--- src/hdl/cdfir_pkg.sv ---
`timescale 1ns / 1ps

package cdfir_pkg;

    localparam int TAPS       = 41;
    localparam int DECIM      = 4;
    localparam int ACC_WIDTH  = 36;
    localparam int FRAC_SHIFT = 15;
    localparam int SAMPLE_W   = 16;
    localparam int PROD_W     = 2 * SAMPLE_W;
    localparam int PHASE_W    = (DECIM > 1) ? $clog2(DECIM) : 1;

    localparam logic KIND_DATA  = 1'b0;
    localparam logic KIND_COEFF = 1'b1;

    // Broadcast from the control logic to every cell
    typedef struct packed {
        logic                       load;
        logic                       clr;
        logic signed [SAMPLE_W-1:0] x_i;
        logic signed [SAMPLE_W-1:0] x_q;
        logic signed [SAMPLE_W-1:0] tap_wdata;
    } cdfir_ctrl_t;

endpackage

--- src/hdl/cdfir_cell.sv ---
`timescale 1ns / 1ps

module cdfir_cell
    import cdfir_pkg::*;
(
    input  logic                        clk,
    input  logic                        rst_n,
    input  cdfir_ctrl_t                 ctrl,
    input  logic                        tap_we,
    input  logic signed [ACC_WIDTH-1:0] partial_i_in,
    input  logic signed [ACC_WIDTH-1:0] partial_q_in,
    output logic signed [ACC_WIDTH-1:0] sum_i,
    output logic signed [ACC_WIDTH-1:0] sum_q,
    output logic signed [ACC_WIDTH-1:0] partial_i_out,
    output logic signed [ACC_WIDTH-1:0] partial_q_out
);

    logic signed [SAMPLE_W-1:0]  tap_reg;
    logic signed [ACC_WIDTH-1:0] partial_i_reg;
    logic signed [ACC_WIDTH-1:0] partial_q_reg;
    logic signed [PROD_W-1:0]    prod_i;
    logic signed [PROD_W-1:0]    prod_q;
    logic signed [ACC_WIDTH-1:0] up_i;
    logic signed [ACC_WIDTH-1:0] up_q;

    always_comb
    begin
        prod_i = ctrl.x_i * tap_reg;
        prod_q = ctrl.x_q * tap_reg;
        up_i   = ctrl.clr ? '0 : partial_i_in;
        up_q   = ctrl.clr ? '0 : partial_q_in;
        sum_i  = ACC_WIDTH'(prod_i) + up_i;
        sum_q  = ACC_WIDTH'(prod_q) + up_q;
    end

    always_ff @(posedge clk or negedge rst_n)
    begin
        if (!rst_n)
        begin
            tap_reg       <= '0;
            partial_i_reg <= '0;
            partial_q_reg <= '0;
        end
        else
        begin
            if (tap_we)
            begin
                tap_reg <= ctrl.tap_wdata;
            end
            if (ctrl.load)
            begin
                partial_i_reg <= sum_i;
                partial_q_reg <= sum_q;
            end
        end
    end

    assign partial_i_out = partial_i_reg;
    assign partial_q_out = partial_q_reg;

endmodule

--- config.mk ---
export PLATFORM = sky130hd
export DESIGN_NAME = cdfir_cell
export DESIGN_NICKNAME = d
export VERILOG_FILES = /design/src/hdl/cdfir_pkg.sv /design/src/hdl/cdfir_cell.sv
export SDC_FILE = /design/constraint.sdc
export NUM_CORES = 2
export LEC_CHECK = 0
export BUFFER_PORTS_ARGS = -buffer_cell sky130_fd_sc_hd__buf_4
export CORE_MARGIN = 4
export CORE_UTILIZATION = 40
export DETAILED_ROUTE_END_ITERATION = 6
export HOLD_SLACK_MARGIN = 0.12
export PLACE_DENSITY = 0.64
export SYNTH_ARGS = -nofsm -noshare
export SYNTH_HDL_FRONTEND = slang
export SYNTH_SLANG_ARGS = --single-unit
--- constraint.sdc ---
create_clock -name clk -period 14 [get_ports clk]
set_input_delay 2.1 -clock clk [delete_from_list [all_inputs] [get_ports clk]]
set_output_delay 2.1 -clock clk [all_outputs]
set_load 0.02 [all_outputs]
==> impl_metrics.ini <==
[global_routing]
gr-usage-all-layers_pct = 18.3
grt_pass1_vias = 21100
grt_max_degree = 73
grt_antenna_before_repair = 0
grt_pass1_wl_mm = 108
grt_overflow = 0

[cells_and_area]
drive_gt1_share_pct = 13.5
layout_common_cells = 753 x inv_1, 628 x fa_1, 286 x buf_4
fillers = 6563
final_common_cell = inv_1
final_cells = 3942
antennaDiodeCount = 0
area_delta_synth_final_pct = 11.3
nets = 4032
final_area_um2 = 30600

[timing]
rsz0062_at_grt = false
clock.fmax_mhz = 96.4
fin_tns_setup_ns = 0
worst_pin_slew_ns = 0.940
fin_hold_ws_ns = 0.509
period_needed_ns = 10.38
period_share_pct = 74.1
skew_ns = 0.0175
maxSlewHeadroom_pct = 37.3
hold_violations = 0
slew_viol_final = 0
setup_viol_count_final = 0

[floorplanning]
dieArea_um2 = 73000
die_w_um = 270
core_um2 = 67600
die_h_um = 270
rows = 95
start_util_pct = 40.7
io_pins = 269

[drt]
viasPerCell = 4.87
drt_iter0_drc = 772
finalWirelength_mm = 63.6
drc_errors = 0
ant_nets = 0
first_pass_iters = 5
routed_wire_length_per_instance_um = 16.1
vias = 19200

[clock_network]
post_cts_buffers = 0
cts_resized = 0
clock-sinks = 88
ctsRootBufferMaster = clkbuf_16
h-tree-depth = 3
cts_buffers = 9
cts_tree = yes
cts.path.max_buffers = 2
cts_hold_buffers = 0
clk_latency_ns = 0.40
clkSlewWorstSetupHoldPaths_ns = 0.07

[yosys]
syn-num-nets = 3844
yosysTopAreaCell = fa_1
synth-edff-count = 0
synth_cell_types = 70
ys_async_sr_fraction_pct = 100
ys_warn_count = 0
synth.area.top_cells = fa_1 46%, inv_1 10%, ha_1 9.7%, dfrtp_1 8.0%, and2_1 5.7%
syn_inst = 2877
synth_top_area_share_pct = 45.7
synthesis.area_um2 = 27500
ys_ff_latch = 88
avgSynthCellArea_um2 = 9.56
ys_seq_area_share_pct = 8.01
synth_flop_cell = dfrtp_1

[placement]
dpl.hpwl_mm = 52.9
port_buffers = 268
dpl_cell_area_um2 = 30300
dp.cells = 3927
place_congestion = 0.816

[setup_path]
criticalPathCategory = in2out
critical_path_arrival_ns = 8.28
worst-path-max-fanout = 16
endpoint_kind = primary output
startpoint_type = input pin
required_ns = 11.90

[run_status]
status = finished clean

[hold_path]
min-delay-path-class = reg2reg

[run]
maxCapViolCount = 0
-- synthesized netlist by cell type (2+ instances only) --
cell type	number
nor3_1	8
a211oi_2	2
ha_1	214
o21a_1	10
fa_1	628
nand4_1	9
o21bai_1	9
mux2_4	2
nor2_1	70
o311ai_1	4
o31a_1	2
nor2_2	2
a21oi_1	54
nand2_1	271
o21ai_1	11
clkbuf_1	106
a41oi_1	2
a211oi_1	3
nor2b_1	81
a2111oi_4	3
nand3_1	16
xor2_1	17
inv_1	753
a31oi_1	6
a21oi_2	3
a221o_1	2
buf_1	2
o41ai_2	2
o211ai_1	4
xnor2_1	52
and3_1	4
mux2_2	82
a21boi_1	2
o21ai_0	21
and2_1	252
or3_1	2
o31ai_2	2
dfrtp_1	88
a21o_1	30
nor4_1	2
mux2i_1	2
a31o_1	3
nand2b_1	12
-- area by class of cell --
type                            instances  area, um2  area share (%)
Inverter                              753       2830            9.24
Sequential cell                        88       2200            7.20
Clock buffer                           11        253           0.826
Tap cell                              873       1090            3.57
Clock inverter                          4       30.0          0.0981
Multi-Input combinational cell       1927      22100            72.1
Timing Repair Buffer                  286       2150            7.02
-- cell families after synthesis --
logic type | after synthesis | share of synthesized area (%)
XOR/XNOR | 71 | 2.32
adder cells (fa/ha/maj) | 842 | 55.5
multiplexers | 86 | 3.54
AND/OR/NAND/NOR | 735 | 13.6
buffers and inverters | 862 | 11.8
flip-flops | 88 | 8.01
AO/OA/AOI/OAI | 193 | 5.29
-- worst max-delay path, cell delays in order --
cell and delay (ns):
buf_4 0.19, and2_1 0.20, inv_1 0.07, fa_1 0.61, inv_1 0.14, fa_1 0.49, inv_1 0.05, fa_1 0.49
inv_1 0.05, fa_1 0.49, fa_1 0.50, inv_1 0.05, fa_1 0.47, inv_1 0.04, ha_1 0.40, nand2_1 0.16
o21a_1 0.20, o21ai_0 0.43, o21ai_1 0.26, a21oi_2 0.27, o31ai_1 0.12, a21o_1 0.19, and2_1 0.13, buf_4 0.15
-- per-stage QoR --
stage | utilization (%) | setup slack (ns)
finish | 45.2 | 3.62
global route | 45.2 | 3.24
CTS | 45.2 | 3.69
detailed placement | 44.8 | 3.69
global placement | 44.8 | 3.77
floorplan | - | 4.09
-- worst paths after layout --
| path | start | endpoint | slack (ns) | cells after the start |
|---|---|---|---|---|
| setup / recovery | ctrl[47] | sum_i[33] | 3.62 | 24 |
| hold reg to reg | partial_i_out[9] | partial_i_out[9] | 0.51 | 1 |
| hold / removal | partial_i_out[9] | partial_i_out[9] | 0.51 | 1 |
| min in group asynchronous | rst_n | partial_q_out[8] | 1.62 | 1 |
| setup reg to reg | tap_reg[3] | partial_i_out[33] | 6.96 | 22 |
| max in group asynchronous | rst_n | partial_i_out[33] | 11.09 | 2 |
-- metal layers --
layer / track usage (%) / wire length [um]
met5: 0 / 0
met4: 3.37 / 969
met3: 2.17 / 2240
met2: 33.1 / 33100
met1: 23.8 / 27300
Power is left out: the tool's default activity adds up to more than one toggle a clock period on the data nets, which glitch-free logic cannot reach.
