### src/hdl/cdfir_pkg.sv
`timescale 1ns / 1ps

package cdfir_pkg;

    localparam int TAPS       = 41;
    localparam int DECIM      = 4;
    localparam int ACC_WIDTH  = 36;
    localparam int FRAC_SHIFT = 15;
    localparam int SAMPLE_W   = 16;
    localparam int PROD_W     = 2 * SAMPLE_W;
    localparam int PHASE_W    = (DECIM > 1) ? $clog2(DECIM) : 1;

    localparam logic KIND_DATA  = 1'b0;
    localparam logic KIND_COEFF = 1'b1;

    // Broadcast from the control logic to every cell
    typedef struct packed {
        logic                       load;
        logic                       clr;
        logic signed [SAMPLE_W-1:0] x_i;
        logic signed [SAMPLE_W-1:0] x_q;
        logic signed [SAMPLE_W-1:0] tap_wdata;
    } cdfir_ctrl_t;

endpackage

### src/hdl/cdfir_out_buf.sv
`timescale 1ns / 1ps

module cdfir_out_buf
    import cdfir_pkg::*;
(
    input  logic                       clk,
    input  logic                       rst_n,
    input  logic                       push,
    input  logic signed [SAMPLE_W-1:0] push_i,
    input  logic signed [SAMPLE_W-1:0] push_q,
    input  logic                       push_last,
    output logic                       full,
    output logic                       out_valid,
    input  logic                       out_stall,
    output logic signed [SAMPLE_W-1:0] out_i,
    output logic signed [SAMPLE_W-1:0] out_q,
    output logic                       out_last
);

    logic                       out_valid_reg;
    logic                       out_valid_next;
    logic signed [SAMPLE_W-1:0] out_i_reg;
    logic signed [SAMPLE_W-1:0] out_q_reg;
    logic                       out_last_reg;
    logic                       skid_valid_reg;
    logic                       skid_valid_next;
    logic signed [SAMPLE_W-1:0] skid_i_reg;
    logic signed [SAMPLE_W-1:0] skid_q_reg;
    logic                       skid_last_reg;
    logic                       out_free;
    logic                       out_load;
    logic                       skid_load;

    always_comb
    begin
        out_free        = !out_valid_reg || !out_stall;
        out_load        = 1'b0;
        skid_load       = 1'b0;
        out_valid_next  = out_valid_reg;
        skid_valid_next = skid_valid_reg;
        if (out_free)
        begin
            if (skid_valid_reg)
            begin
                out_load        = 1'b1;
                out_valid_next  = 1'b1;
                skid_load       = push;
                skid_valid_next = push;
            end
            else
            begin
                out_load       = push;
                out_valid_next = push;
            end
        end
        else if (push)
        begin
            skid_load       = 1'b1;
            skid_valid_next = 1'b1;
        end
    end

    always_ff @(posedge clk or negedge rst_n)
    begin
        if (!rst_n)
        begin
            out_valid_reg  <= 1'b0;
            skid_valid_reg <= 1'b0;
        end
        else
        begin
            out_valid_reg  <= out_valid_next;
            skid_valid_reg <= skid_valid_next;
        end
    end

    always_ff @(posedge clk)
    begin
        if (out_load)
        begin
            out_i_reg    <= skid_valid_reg ? skid_i_reg : push_i;
            out_q_reg    <= skid_valid_reg ? skid_q_reg : push_q;
            out_last_reg <= skid_valid_reg ? skid_last_reg : push_last;
        end
        if (skid_load)
        begin
            skid_i_reg    <= push_i;
            skid_q_reg    <= push_q;
            skid_last_reg <= push_last;
        end
    end

    assign full      = skid_valid_reg;
    assign out_valid = out_valid_reg;
    assign out_i     = out_i_reg;
    assign out_q     = out_q_reg;
    assign out_last  = out_last_reg;

endmodule

### config.mk
export PLATFORM = sky130hd
export DESIGN_NAME = cdfir_out_buf
export DESIGN_NICKNAME = d
export VERILOG_FILES = /design/src/hdl/cdfir_pkg.sv /design/src/hdl/cdfir_out_buf.sv
export SDC_FILE = /design/constraint.sdc
export NUM_CORES = 1
export LEC_CHECK = 0
export ABC_AREA = 1
export BUFFER_PORTS_ARGS = -buffer_cell sky130_fd_sc_hd__buf_2
export CORE_UTILIZATION = 46
export DETAILED_ROUTE_END_ITERATION = 16
export PLACE_DENSITY = 0.72
export SLEW_MARGIN = 0
export SYNTH_ARGS = -nofsm -noshare
export SYNTH_HDL_FRONTEND = slang
export SYNTH_SLANG_ARGS = --single-unit
### constraint.sdc
create_clock -name clk -period 1.7 [get_ports clk]
set_clock_uncertainty 0.15 [all_clocks]
set_input_delay 0.34 -clock clk [delete_from_list [all_inputs] [get_ports clk]]
set_output_delay 0.34 -clock clk [all_outputs]
set_load 0.03 [all_outputs]
==> impl_metrics.toml <==
[sta]
slew_headroom = 0.773
worst_pin_slew_ns = 0.341
fin_crit_ns = 1.47
rsz0062_at_grt = "false"
hold_viol = 0
period_share = 0.867
slew_viol_final = 0
setup_viol = 0
tns_ns = 0
max_freq_mhz = 678

[clocking]
cts_tree = "yes"
clockRootBuffer = "clkbuf_8"
clockBufferDepth = 2
cts_buffers = 9
cts_setup_buffers = 0
ctsResizeCount = 0
holdBufCountCts = 1
worstSkewPairLatency_ns = 0.33
clock-sinks = 68
h-tree-depth = 3
clk_pin_slew_worst_paths_ns = 0.07

[floorplanning]
coreArea_mm2 = 0.00520
placementRows = 26
dieArea_mm2 = 0.00582
io_pins = 72
dieWidth_um = 76.3
start_util = 0.488
fp.dieH_um = 76.3

[power]
swShare = 0.272
net-switching-power_mw = 1.09
p_seq_frac = 0.527
powerDensity_mw_per_mm2 = 1270
power_frac_clock = 0.307
total_power_mw = 4.00
pwr-share-comb = 0.166
p_int_mw = 2.91
leakage_nw = 1.40
irDropWorstVdd_v = 0.000684

[yosys]
synthesis.area_mm2 = 0.00254
synth.cells.most_frequent = "nand2_1 (104), edfxtp_1 (66), buf_6 (5)"
synth.top_cell.area_share = 0.781
synthFlopType = "edfxtp_1"
synth_cell_types = 9
synth_top_area_cell = "edfxtp_1"
yosys.cell_count.top_type = "nand2_1"
synthCells = 185
syn_avg_cell_area_um2 = 13.7
synth_area_leaders = "edfxtp_1 (78%), nand2_1 (15%), buf_6 (2.2%)"
synth_edf_count = 66
synth_warnings = 0
ys_seq_area_frac = 0.801
synthArstFlopShare = 0.0294
synth-seq-cells = 68
syn_nets = 222

[detailed_routing]
drcViolationCount = 0
avgViaCountPerCell = 4.47
first_iter_violations = 88
wl_per_cell_um = 12.5
routed_wl_mm = 4.26
first_pass_iters = 4
num_vias = 1523
antenna_left = 0

[global_route]
first_global_vias = 1481
grt_pass1_wl_mm = 6.81
busiest_layer = "met2"
grt_use_total = 0.161
grtUsageMet1 = 0.205
use_met3 = 0.0575
grt_util_met2 = 0.239
overflow = 0
grt_max_degree = 35
antenna_found_initial = 0

[critical_path]
slowest_stage = "dfrtp_2"
cp-end-kind = "output port"
worstPathArrival_ns = 0.98
critPathKind = "register to output port"
cp_num_cells = 1
crit_buf_inv = 1
crit_family = "flip-flops"
critPathMaxStageDelay_ns = 0.43
worstPathCellList = "buf_2"
r2r_setup_slack_ns = 0.25
start_kind = "register"
required_ns = 1.21
worstPathMaxFanout = 3
r2r_cells = 5

[placement]
place.gp.congestion = 0.641
numPortBuffers = 71
dpl.hpwl_mm = 2.80

[cells_and_area]
drive_gt1_frac = 0.354
n_fill_cell = 422
multi_input_area_um2 = 414
n_antenna_cell = 0
seq_area_mm2 = 0.00203
fin_nets = 303
syn2layout_area_growth_pct = 24.5

[min_path]
min_path_cells = 1
hold_class = "primary input to register"

[run]
timing.max_cap.violations = 0

[status]
status = "complete, no violations"
-- layout by cell type, fill, tap and decap left out, types with 2 or more instances in the layout --
cell type | Yosys | final
nand2_1 | 104 | 103
buf_2 | 0 | 71
inv_1 | 3 | 2
clkbuf_8 | 0 | 9
buf_4 | 2 | 4
edfxtp_1 | 66 | 66
clkinv_2 | 0 | 5
-- cells by family (layout without fill, tap and decap cells) --
group,count (synthesis),in the layout,share of synthesized area
and+or+nand+nor,105,105,0.156
buffers and inverters,11,97,0.0370
AOI/OAI and AO/OA,1,1,0.00641
DFF,68,68,0.801
-- power by group through the flow --
stage                     Combinational [mW]  Clock [mW]  Sequential [mW]
after CTS                              0.670        1.26             2.11
after floorplan                        0.257           0             2.36
after global placement                 0.655           0             2.14
after global routing                   0.721        1.31             2.13
final                                  0.662        1.23             2.11
after detailed placement               0.669           0             2.14
-- per-stage QoR --
| step | hold slack (ns) | utilization | instance area, um2 | cells | setup slack (ns) |
|---|---|---|---|---|---|
| 5_1_grt | 0.0223 | 0.607 | 3160 | 341 | 0.182 |
| 2_1_floorplan | -0.106 | - | 2540 | 185 | -0.237 |
| 6_report | 0.0434 | 0.607 | 3160 | 341 | 0.226 |
| 4_1_cts | 0.0210 | 0.607 | 3160 | 341 | 0.202 |
| 3_5_place_dp | -0.0169 | 0.570 | 2970 | 324 | 0.251 |
| 3_3_place_gp | -0.0212 | 0.570 | 2970 | 324 | 0.275 |
-- layout make-up --
cell class,count,share of cell area
multi-input cells,106,0.131
inverters,4,0.00832
flip-flops and latches,68,0.644
well taps,70,0.0277
clock buffers,10,0.0404
repair buffers,77,0.131
clock inverters,6,0.0174
-- path summary, 6_finish.rpt --
kind                                  end     startpoint
setup reg to reg           skid_i_reg[11]           full
hold reg to reg                  out_q[8]  skid_q_reg[8]
hold / removal             skid_q_reg[13]     push_q[13]
setup / recovery                     full           full
max in group asynchronous            full          rst_n
min in group asynchronous            full          rst_n
-- per-layer routing --
metal / up-vias / part of all wire
met3: 6 / 0.055
met1: 672 / 0.45
met4: 0 / 0.012
li1: 781 / -
met5: - / 0
met2: 64 / 0.48
Power figures use the tool's default switching activity.
